[config.mk]
export PLATFORM = sky130hd
export DESIGN_NAME = utf16_to_utf8_transcoder_unit
export DESIGN_NICKNAME = d
export VERILOG_FILES = /design/src/rtl/u16u8_pkg.sv /design/src/rtl/u16u8_front.sv /design/src/rtl/u16u8_queue.sv /design/src/rtl/u16u8_back.sv /design/src/rtl/utf16_to_utf8_transcoder_unit.sv
export SDC_FILE = /design/constraint.sdc
export NUM_CORES = 1
export LEC_CHECK = 0
export ABC_CLOCK_PERIOD_IN_PS = 6250
export BUFFER_PORTS_ARGS = -buffer_cell sky130_fd_sc_hd__buf_2
export CORE_UTILIZATION = 53
export CTS_CLUSTER_DIAMETER = 150
export CTS_CLUSTER_SIZE = 12
export DETAILED_ROUTE_END_ITERATION = 12
export HOLD_SLACK_MARGIN = 0.05
export PLACE_DENSITY = 0.74
export SETUP_SLACK_MARGIN = 0.4
export SYNTH_ARGS = -nofsm -noshare
export SYNTH_HDL_FRONTEND = slang
export SYNTH_SLANG_ARGS = --single-unit
[constraint.sdc]
create_clock -name clk -period 6.25 [get_ports clk]
set_clock_uncertainty 0.2 [all_clocks]
set_input_delay 0.625 -clock clk [delete_from_list [all_inputs] [get_ports clk]]
set_output_delay 0.625 -clock clk [all_outputs]
set_load 0.03 [all_outputs]
[src/rtl/u16u8_pkg.sv]
// ----------------------------------------------------------------------------
// u16u8_pkg
// Shared types, constants and encoding functions for the UTF-16 to UTF-8
// transcoder.
// ----------------------------------------------------------------------------
package u16u8_pkg;

  typedef struct packed {
    logic [15:0] code_unit;
    logic        end_of_string;
  } in_t;

  typedef struct packed {
    logic [7:0] out_byte;
    logic       last_byte;
  } out_t;

  localparam int CP_W        = 21;
  localparam int QUEUE_DEPTH = 2;
  localparam int QPTR_W      = (QUEUE_DEPTH > 1) ? $clog2(QUEUE_DEPTH) : 1;
  localparam int QCNT_W      = $clog2(QUEUE_DEPTH + 1);

  localparam logic [5:0]      HIGH_SURR_TAG = 6'b110110;
  localparam logic [5:0]      LOW_SURR_TAG  = 6'b110111;
  localparam logic [CP_W-1:0] PAIR_BASE     = 21'h010000;

  // At most one job per accepted unit: an optional flushed surrogate, then an
  // optional main code point.
  typedef struct packed {
    logic            flush;
    logic [9:0]      flush_bits;
    logic            main_valid;
    logic [CP_W-1:0] cp;
    logic            last;
  } job_t;

  function automatic logic [2:0] utf8_len(input logic [CP_W-1:0] cp);
    logic [2:0] len;
    if (cp < 21'h000080) begin
      len = 3'd1;
    end else if (cp < 21'h000800) begin
      len = 3'd2;
    end else if (cp < 21'h010000) begin
      len = 3'd3;
    end else begin
      len = 3'd4;
    end
    return len;
  endfunction

  function automatic logic [7:0] utf8_byte(input logic [CP_W-1:0] cp,
                                           input logic [2:0] len,
                                           input logic [1:0] idx);
    logic [1:0] rem;
    logic [7:0] b;
    rem = 2'(len - 3'd1 - {1'b0, idx});
    if (len == 3'd1) begin
      b = cp[7:0];
    end else if (idx == 2'd0) begin
      unique case (len)
        3'd2:    b = {3'b110, cp[10:6]};
        3'd3:    b = {4'b1110, cp[15:12]};
        default: b = {5'b11110, cp[20:18]};
      endcase
    end else begin
      unique case (rem)
        2'd0:    b = {2'b10, cp[5:0]};
        2'd1:    b = {2'b10, cp[11:6]};
        default: b = {2'b10, cp[17:12]};
      endcase
    end
    return b;
  endfunction

endpackage

[src/rtl/u16u8_front.sv]
// ----------------------------------------------------------------------------
// u16u8_front
// Accepts code units, tracks a held high surrogate and builds at most one job
// per unit for the byte serializer.
// ----------------------------------------------------------------------------
module u16u8_front (
  input  logic              clk,
  input  logic              rst,
  input  logic              in_valid,
  output logic              in_ready,
  input  u16u8_pkg::in_t    in_data,
  input  logic              q_full,
  output logic              push,
  output u16u8_pkg::job_t   push_data
);
  import u16u8_pkg::*;

  logic       held_valid;
  logic [9:0] held_bits;
  logic       is_high;
  logic       is_low;
  logic       accept;

  assign in_ready = !q_full;
  assign accept   = in_valid && in_ready;
  assign is_high  = in_data.code_unit[15:10] == HIGH_SURR_TAG;
  assign is_low   = in_data.code_unit[15:10] == LOW_SURR_TAG;

  always_comb begin
    push_data.flush      = held_valid && !is_low;
    push_data.flush_bits = held_bits;
    push_data.main_valid = !(is_high && !in_data.end_of_string);
    if (held_valid && is_low) begin
      push_data.cp = PAIR_BASE + {1'b0, held_bits, in_data.code_unit[9:0]};
    end else begin
      push_data.cp = {5'b0, in_data.code_unit};
    end
    push_data.last = in_data.end_of_string;
  end

  assign push = accept && (push_data.flush || push_data.main_valid);

  always_ff @(posedge clk) begin
    if (rst) begin
      held_valid <= 1'b0;
    end else if (accept) begin
      held_valid <= is_high && !in_data.end_of_string;
    end
  end

  always_ff @(posedge clk) begin
    if (accept) begin
      held_bits <= in_data.code_unit[9:0];
    end
  end

endmodule

[src/rtl/u16u8_queue.sv]
// ----------------------------------------------------------------------------
// u16u8_queue
// Short job queue that decouples the classifier from the byte serializer.
// ----------------------------------------------------------------------------
module u16u8_queue (
  input  logic            clk,
  input  logic            rst,
  input  logic            push,
  input  u16u8_pkg::job_t push_data,
  output logic            full,
  output logic            head_valid,
  output u16u8_pkg::job_t head_data,
  input  logic            pop
);
  import u16u8_pkg::*;

  job_t              entries [QUEUE_DEPTH];
  logic [QPTR_W-1:0] wr_ptr;
  logic [QPTR_W-1:0] rd_ptr;
  logic [QCNT_W-1:0] count;

  assign full       = count == QCNT_W'(QUEUE_DEPTH);
  assign head_valid = count != '0;
  assign head_data  = entries[rd_ptr];

  function automatic logic [QPTR_W-1:0] ptr_inc(input logic [QPTR_W-1:0] p);
    logic [QPTR_W-1:0] n;
    if (p == QPTR_W'(QUEUE_DEPTH - 1)) begin
      n = '0;
    end else begin
      n = p + 1'b1;
    end
    return n;
  endfunction

  always_ff @(posedge clk) begin
    if (rst) begin
      wr_ptr <= '0;
      rd_ptr <= '0;
      count  <= '0;
    end else begin
      if (push) begin
        wr_ptr <= ptr_inc(wr_ptr);
      end
      if (pop) begin
        rd_ptr <= ptr_inc(rd_ptr);
      end
      if (push && !pop) begin
        count <= count + 1'b1;
      end else if (pop && !push) begin
        count <= count - 1'b1;
      end
    end
  end

  always_ff @(posedge clk) begin
    if (push) begin
      entries[wr_ptr] <= push_data;
    end
  end

endmodule

[src/rtl/u16u8_back.sv]
// ----------------------------------------------------------------------------
// u16u8_back
// Takes jobs from the queue and emits their UTF-8 bytes one per cycle, while
// the receiver keeps up, through an output register.
// ----------------------------------------------------------------------------
module u16u8_back (
  input  logic            clk,
  input  logic            rst,
  input  logic            head_valid,
  input  u16u8_pkg::job_t head_data,
  output logic            pop,
  output logic            out_valid,
  input  logic            out_ready,
  output u16u8_pkg::out_t out_data
);
  import u16u8_pkg::*;

  job_t            job;
  logic            active;
  logic            in_flush;
  logic [1:0]      idx;
  logic [CP_W-1:0] cur_cp;
  logic [2:0]      cur_len;
  logic            seg_end;
  logic            job_end;
  logic            load;

  always_comb begin
    if (in_flush) begin
      cur_cp  = {5'b0, HIGH_SURR_TAG, job.flush_bits};
      cur_len = 3'd3;
    end else begin
      cur_cp  = job.cp;
      cur_len = utf8_len(job.cp);
    end
  end

  assign seg_end = idx == 2'(cur_len - 3'd1);
  assign job_end = seg_end && (!in_flush || !job.main_valid);
  assign load    = active && (!out_valid || out_ready);
  assign pop     = head_valid && (!active || (load && job_end));

  always_ff @(posedge clk) begin
    if (rst) begin
      active    <= 1'b0;
      in_flush  <= 1'b0;
      idx       <= '0;
      out_valid <= 1'b0;
    end else begin
      if (pop) begin
        active   <= 1'b1;
        in_flush <= head_data.flush;
        idx      <= '0;
      end else if (load) begin
        if (job_end) begin
          active <= 1'b0;
        end else if (seg_end) begin
          in_flush <= 1'b0;
          idx      <= '0;
        end else begin
          idx <= idx + 1'b1;
        end
      end
      if (load) begin
        out_valid <= 1'b1;
      end else if (out_ready) begin
        out_valid <= 1'b0;
      end
    end
  end

  always_ff @(posedge clk) begin
    if (pop) begin
      job <= head_data;
    end
    if (load) begin
      out_data.out_byte  <= utf8_byte(cur_cp, cur_len, idx);
      out_data.last_byte <= job_end && job.last;
    end
  end

endmodule

[src/rtl/utf16_to_utf8_transcoder_unit.sv]
// ----------------------------------------------------------------------------
// utf16_to_utf8_transcoder_unit
// UTF-16 code units in, UTF-8 bytes out, with WTF-8 handling of unpaired
// surrogates.
// ----------------------------------------------------------------------------
// The input channel takes one code unit per transfer with an end-of-string
// flag. The output channel gives one UTF-8 byte per transfer; last_byte marks
// the final byte of a string. Both channels use valid/ready handshakes.
// A high surrogate that does not end the string is held and produces no byte
// until the next unit arrives. A unit then yields zero to six bytes.
// The first byte of a unit passes through the job queue, the job register and
// the output register before it appears on the output. The serializer emits
// one byte per cycle while the receiver keeps up. A unit has one byte for ASCII,
// three for most other BMP text, four per surrogate pair. A two-entry job
// queue lets units keep arriving while earlier bytes drain; in_ready drops
// only when it is full. When the receiver stalls, the output byte holds and
// the queue fills, then the input stalls. Reset clears the held surrogate,
// the queue and the output register; no clearing pass is needed.
// ----------------------------------------------------------------------------
module utf16_to_utf8_transcoder_unit (
  input  logic            clk,
  input  logic            rst,
  input  logic            in_valid,
  output logic            in_ready,
  input  u16u8_pkg::in_t  in_data,
  output logic            out_valid,
  input  logic            out_ready,
  output u16u8_pkg::out_t out_data
);
  import u16u8_pkg::*;

  logic q_full;
  logic push;
  job_t push_data;
  logic head_valid;
  job_t head_data;
  logic pop;

  u16u8_front u_front (
    .clk       (clk),
    .rst       (rst),
    .in_valid  (in_valid),
    .in_ready  (in_ready),
    .in_data   (in_data),
    .q_full    (q_full),
    .push      (push),
    .push_data (push_data)
  );

  u16u8_queue u_queue (
    .clk        (clk),
    .rst        (rst),
    .push       (push),
    .push_data  (push_data),
    .full       (q_full),
    .head_valid (head_valid),
    .head_data  (head_data),
    .pop        (pop)
  );

  u16u8_back u_back (
    .clk        (clk),
    .rst        (rst),
    .head_valid (head_valid),
    .head_data  (head_data),
    .pop        (pop),
    .out_valid  (out_valid),
    .out_ready  (out_ready),
    .out_data   (out_data)
  );

endmodule

# Yosys cells after proc, flatten, opt, wreduce, memory -nomap -nowiden

Memory sizes are Yosys's and may differ from the RTL's. A register that Yosys moved wholly into a read port is not among the register bits.
Cells that the tools add are included.

Bits in registers: 62
Bits in writable memories: 68
Logic and storage cells: 103
Memories kept: 1

Memory list:

| name            | words | bits a word | read ports | clocked after memory_dff | write ports | line              | RTL |
|---|---|---|---|---|---|---|---|
| u_queue.entries | 2     | 34          | 1          | 1                        | 1           | u16u8_queue.sv:17 | `job_t entries [QUEUE_DEPTH];` |

Add/subtract/negate cells: 8
Magnitude comparators: 3
Eq/ne operators: 9
Mux-type cells: 28
Bitwise logic cells: 1
Reduce and logical (&&, ||, !) cells: 38

Operators by type and width:

| operator                                                                        | number |
|---|---|
| 21-bit 2-to-1 mux                                                               | 2 |
| 6-bit one-hot mux with 2 select lines                                           | 2 |
| 17-bit by 20-bit adder with 21-bit output (first input constant)                | 1 |
| 21-bit by 12-bit less-than comparator with 1-bit output (second input constant) | 1 |
| 21-bit by 17-bit less-than comparator with 1-bit output (second input constant) | 1 |
| 21-bit by 8-bit less-than comparator with 1-bit output (second input constant)  | 1 |
| 8-bit 2-to-1 mux                                                                | 2 |
| 1-bit 2-to-1 mux                                                                | 15 |
| 6-bit equality test (second input constant)                                     | 2 |
| 1-bit logical AND                                                               | 12 |
| 3-bit 2-to-1 mux                                                                | 4 |
| 2-bit nonzero test                                                              | 6 |
| 1-bit logical NOT                                                               | 10 |
| 3-bit by 2-bit equality test with 1-bit output (second input constant)          | 2 |
| 2-bit 2-to-1 mux                                                                | 3 |
| 2-bit by 1-bit adder with 2-bit output (second input constant)                  | 2 |
| 2-bit logical NOT                                                               | 2 |
| 1-bit logical OR                                                                | 4 |
| 2-bit AND reduction                                                             | 2 |
| 2-bit by 1-bit subtractor with 2-bit output (second input constant)             | 2 |
| 3-bit by 1-bit equality test with 1-bit output (second input constant)          | 1 |
| 3-bit AND reduction                                                             | 1 |
| 1-bit adder (second input constant)                                             | 2 |
| 2-bit by 1-bit equality test with 1-bit output (second input constant)          | 1 |
| other kinds (6)                                                                 | 6 |

# Longest topological paths before layout

Depth in word-level cells: 14
Depth in mapped cells: 14
Mapped depth without buffers: 13

# Modules after synthesis

From an unflattened synthesis, not the netlist that was laid out.

Cell total of the unflattened synthesis: 358
Area, all modules: 5590.4 um2

Modules (own cells, without submodules):

| module      | times used | cells an instance | area an instance (um2) | sequential area each (um2) |
|---|---|---|---|---|
| u16u8_queue | 1          | 128               | 2662.6                 | 2142.1 |
| u16u8_back  | 1          | 174               | 2264.7                 | 1361.3 |
| u16u8_front | 1          | 56                | 663.1                  | 320.3 |

# Worst setup path after synthesis

No wires, ideal clock.

Path kind: register to register
Start point: reg u_back.job[21] (netlist bit)
End point: reg u_queue.count[1]
Library setup time: 0.071 ns
Arrival: 4.778 ns
Required time: 5.979 ns
Setup slack: 1.201 ns
Stages on the path, launching flop included: 14
Path buffers: 2
Clock period less this slack: 5.049 ns
Path through: edfxtp_1 -> or4_1 -> clkbuf_1 -> nor2_2 -> a21oi_1 -> inv_1 -> ha_1 -> clkbuf_1 -> a41oi_1 -> nor2_1 -> inv_1 -> ha_1 -> or3_1 -> a21oi_1

Word-level cells in the longest chain between the ends: 14
Elaborated cells on any way between the ends: 18
Classes of those cells: add/sub: 1; order compare: 3; eq/ne: 1; mux: 5; reduce/logical: 8

Ends and longest elaborated chain:

| item                                                          | line                                | RTL |
|---|---|---|
| start, declared                                               | u16u8_back.sv:18                    | `job_t job;` |
| start signal, assigned                                        | u16u8_back.sv:74                    | `job <= head_data;` |
| 21-bit by 17-bit less-than comparator with 1-bit output       | u16u8_pkg.sv:43                     | `end else if (cp < 21'h010000) begin` |
| 3-bit 2-to-1 mux                                              | u16u8_pkg.sv:43                     |  |
| 3-bit 2-to-1 mux                                              | u16u8_pkg.sv:41                     | `end else if (cp < 21'h000800) begin` |
| 3-bit 2-to-1 mux *                                            | u16u8_pkg.sv:39                     | `if (cp < 21'h000080) begin` |
| 3-bit 2-to-1 mux *                                            | u16u8_back.sv:29                    | `if (in_flush) begin` |
| 2-bit by 1-bit subtractor with 2-bit output *                 | u16u8_back.sv:38                    | `assign seg_end = idx == 2'(cur_len - 3'd1);` |
| 2-bit equality test *                                         | u16u8_back.sv:38                    |  |
| 1-bit logical AND *                                           | u16u8_back.sv:39                    | `assign job_end = seg_end && (!in_flush \|\| !job.main_valid);` |
| 1-bit logical AND *                                           | u16u8_back.sv:41                    | `assign pop = head_valid && (!active \|\| (load && job_end));` |
| 1-bit logical OR *                                            | u16u8_back.sv:41                    |  |
| 1-bit logical AND *                                           | u16u8_back.sv:41                    |  |
| net pop                                                       | utf16_to_utf8_transcoder_unit.sv:37 | `logic pop;` |
| 1-bit logical NOT                                             | u16u8_queue.sv:48                   | `if (push && !pop) begin` |
| 1-bit logical AND                                             | u16u8_queue.sv:48                   |  |
| 2-bit 2-to-1 mux / 2-bit nonzero test (equally long branches) | n/a                                 |  |
| end signal, assigned                                          | u16u8_queue.sv:49                   | `count <= count + 1'b1;` |
| end signal, assigned                                          | u16u8_queue.sv:51                   | `count <= count - 1'b1;` |
| end, declared                                                 | u16u8_queue.sv:20                   | `logic [QCNT_W-1:0] count;` |

The timed path passes the listed nets; every way through them passes the cells marked *.
A chain may end at the register's enable or synchronous reset.

# Worst setup path after layout

Ends and elaborated chain as after synthesis.

==> summary.md <==
| Metric | Value |
|---|---|
| CP Launch Type | `flip-flop` |
| H-tree depth | `4` |
| Sequential fraction of the synthesis area | `a little over 70%` |
| # diodes | `0` |
| Routed via count | `2985` |
| Mapped cell area | `approximately 5400 um2` |
| Outcome | `completed` |
| Mapped Cells | `around 340` |
| CP max FO | `13` |
| Initial Utilization | `~55%` |
| Met3 Use GR | `5.02%` |
| Slowest stage delay, CP | `0.66 ns` |
| #FFs+latches synth | `131` |
| 1st-iter DRT viols | `171` |
| Peak supply drop | `0.000219 V` |
| Worst-path clk slew | `0.06 ns` |
| Pwr/cell area | `roughly 490 nW/um2` |
| I/O Buffers | `31` |
| Relative slew slack | `between 40% and 50%` |
| CTS resizes | `0` |
| Avg Cell Area, Syn | `16.0 um2` |
| Routed WL per cell | `between 15 and 20 um` |
| R2R depth | `11` |
| Total negative slack | `0 ns` |
| FF-to-FF setup slack | `2.35 ns` |
| Die Span X | `103 um` |
| Worst path depth | `11` |
| Pre-antenna DRT Iters | `5` |
| CP endpoint | `u_queue.count[1]` |
| CTS Buf Count | `17` |
| Netlist cell types | `54` |
| Leak | `2.12 nW` |
| Hold Fails Final Rpt | `0` |
| Die Ht | `103 um` |
| CP cell instances | `or4_1, nor2_2, a21oi_1, inv_1, ha_1, a41oi_1, nor2_2, inv_1, ha_1, or3_1, a21oi_1` |
| Die area | `between 10000 and 15000 um2` |
| Total track usage | `19.9%` |
| Post-CTS Setup Inserts | `0` |
| Via/cell ratio | `5.69` |
| CTS Hold Buffers Added | `0` |
| Core Footprint | `9820 um2` |
| P&R area growth vs syn | `15.5%` |
| Worst endpoint required time | `6.50 ns` |
| Nets@finish | `406` |
| Number of synthesized flops with an enable pin | `120` |
| Vias in the first global route | `2816` |
| R2r endpoint | `u_queue.count[1]` |
| GRT busiest layer | `met2` |
| Reg-to-Reg Start | `u_back.job[21]` |
| Grt ovf | `0` |
| Longest Clk Path Bufs | `2` |
| Crit-path leading delay family | `simple AND/OR/NAND/NOR gates` |
| Max cap viols | `0` |
| Final WL | `9.43 mm` |
| Initial antenna violation count | `0` |
| Site row count | `36` |
| Worst-Margin Slew | `0.877 ns` |
| Period utilization | `a little over three fifths` |
| Crit path from | `u_back.job[21]` |
| Slew Viols, Final | `0` |
| Post-Syn Nets | `~370` |
| Commonest non-fill, non-tap cell in the layout | `edfxtp_1` |
| HPWL Detailed | `roughly 6.2 mm` |
| Slowest CP cell | `or4_1` |
| Met2 usage | `between 20 and 30%` |
| Kind of critical path | `flip-flop to flip-flop` |
| CP arrival | `4.15 ns` |
| Dominant synthesized flop cell | `edfxtp_1` |
| Bufs and invs on worst path | `2` |
| Sink Count | `approximately 130` |
| Num ports | `32` |
| Max Fclk | `0.256 GHz` |
| Root Buffer | `clkbuf_8` |
| Hold Path Class | `input pin to flip-flop` |
| Crit path time final | `3.90 ns` |
| First-pass GRT wire length | `14.8 mm` |
| Final ANT Viol Nets | `0` |
| CP Capture Type | `flip-flop` |
| GR Util met1 | `between 20 and 30%` |
| Total power draw | `about 0.0030 W` |
| Asr flop ratio synth | `0%` |
| Clock Latency Late Sink | `0.52 ns` |
| Commonest non-fill, non-tap cells in the layout | `edfxtp_1, mux2_2, buf_2` |
| Largest net degree at the start of global routing | `36` |
| DRC viols | `0` |
| Unrepaired setup endpoints after global routing | `false` |
| Final Core Density | `63.7%` |
| Gpl congestion | `0.919` |
| TritonCTS clock tree | `built` |
| Share of cells above drive strength 1 | `28.1%` |
| Setup violations, final | `0` |
| Yosys warnings | `0` |
routing by layer:
metal | share of wire (%) | up-vias
met4 | 2.1 | 0
met5 | 0 | -
met2 | 46 | 90
met3 | 4.9 | 20
met1 | 47 | 1449
li1 | - | 1426
worst min path at each step:
stage | startpoint | to | cells past startpoint
after floorplan | u_front.held_bits[3] | u_queue.entries[0][26] | 0
after global placement | u_front.held_bits[2] | u_queue.entries[0][25] | 0
after detailed placement | u_front.held_bits[2] | u_queue.entries[0][25] | 0
after CTS | in_data[2] | u_queue.entries[0][2] | 1
after global routing | in_data[4] | u_queue.entries[1][4] | 1
final | in_data[2] | u_queue.entries[0][2] | 1
state kept, by name (all words and copies together) (netlist names), named ones only:
register / count
u_back.active: 1
u_front.held_valid: 1
u_back.job: 33
u_back.in_flush: 1
u_back.out_data: 9
u_front.held_bits: 10
u_queue.wr_ptr: 1
u_back.out_valid: 1
u_queue.rd_ptr: 1
u_queue.count: 2
u_queue.entries: 68
u_back.idx: 2
per-stage QoR:
stage	area [um2]	hold WS (ns)	instances	setup WS [ns]
after CTS	6260	0.0778	525	2.35
after global placement	5710	0.256	493	2.49
after global routing	6260	0.0830	525	2.04
final	6260	0.102	525	2.35
after floorplan	5420	0.245	339	1.20
after detailed placement	5710	0.259	493	2.34
kinds of logic (layout without fill, tap and decap cells):
group	after synthesis	count (layout)	synth area share, %
buf+inv	29	82	2.17
fa+ha+maj	6	6	1.39
flops	131	131	70.6
compound gates	62	62	8.39
xor+xnor	7	7	1.66
simple gates	63	63	6.75
mux	41	41	9.06
area by class of cell:
class / instances / area (um2)
sequential: 131 / 3820
fill: 735 / 3560
multi-input combinational: 179 / 1480
clock buffer: 18 / 418
timing repair buffer: 35 / 185
tap: 133 / 166
clock inverter: 14 / 131
inverter: 15 / 56.3
cell usage after synthesis (5+ instances only):
library cell	count	area (um2)
a211oi_1	11	82.6
mux2_2	34	383
clkbuf_1	8	30.0
nand3_1	12	60.1
nand2_1	6	22.5
nor2_1	12	45.0
edfxtp_1	120	3600
dfxtp_1	11	220
o21ai_0	8	40.0
and2_1	5	31.3
and3_1	5	31.3
o21a_1	7	52.6
a21oi_1	13	65.1
ha_1	6	75.1
inv_1	13	48.8
where the power goes:
group | internal [W] | leakage [nW] | switching, W
sequential | 0.00124 | 1.21 | 0.000125
clock | 0.000531 | 0.259 | 0.000366
combinational | 0.000304 | 0.652 | 0.000469
total | 0.00208 | 2.12 | 0.000960
No activity file was read; power rests on OpenSTA's default activity.
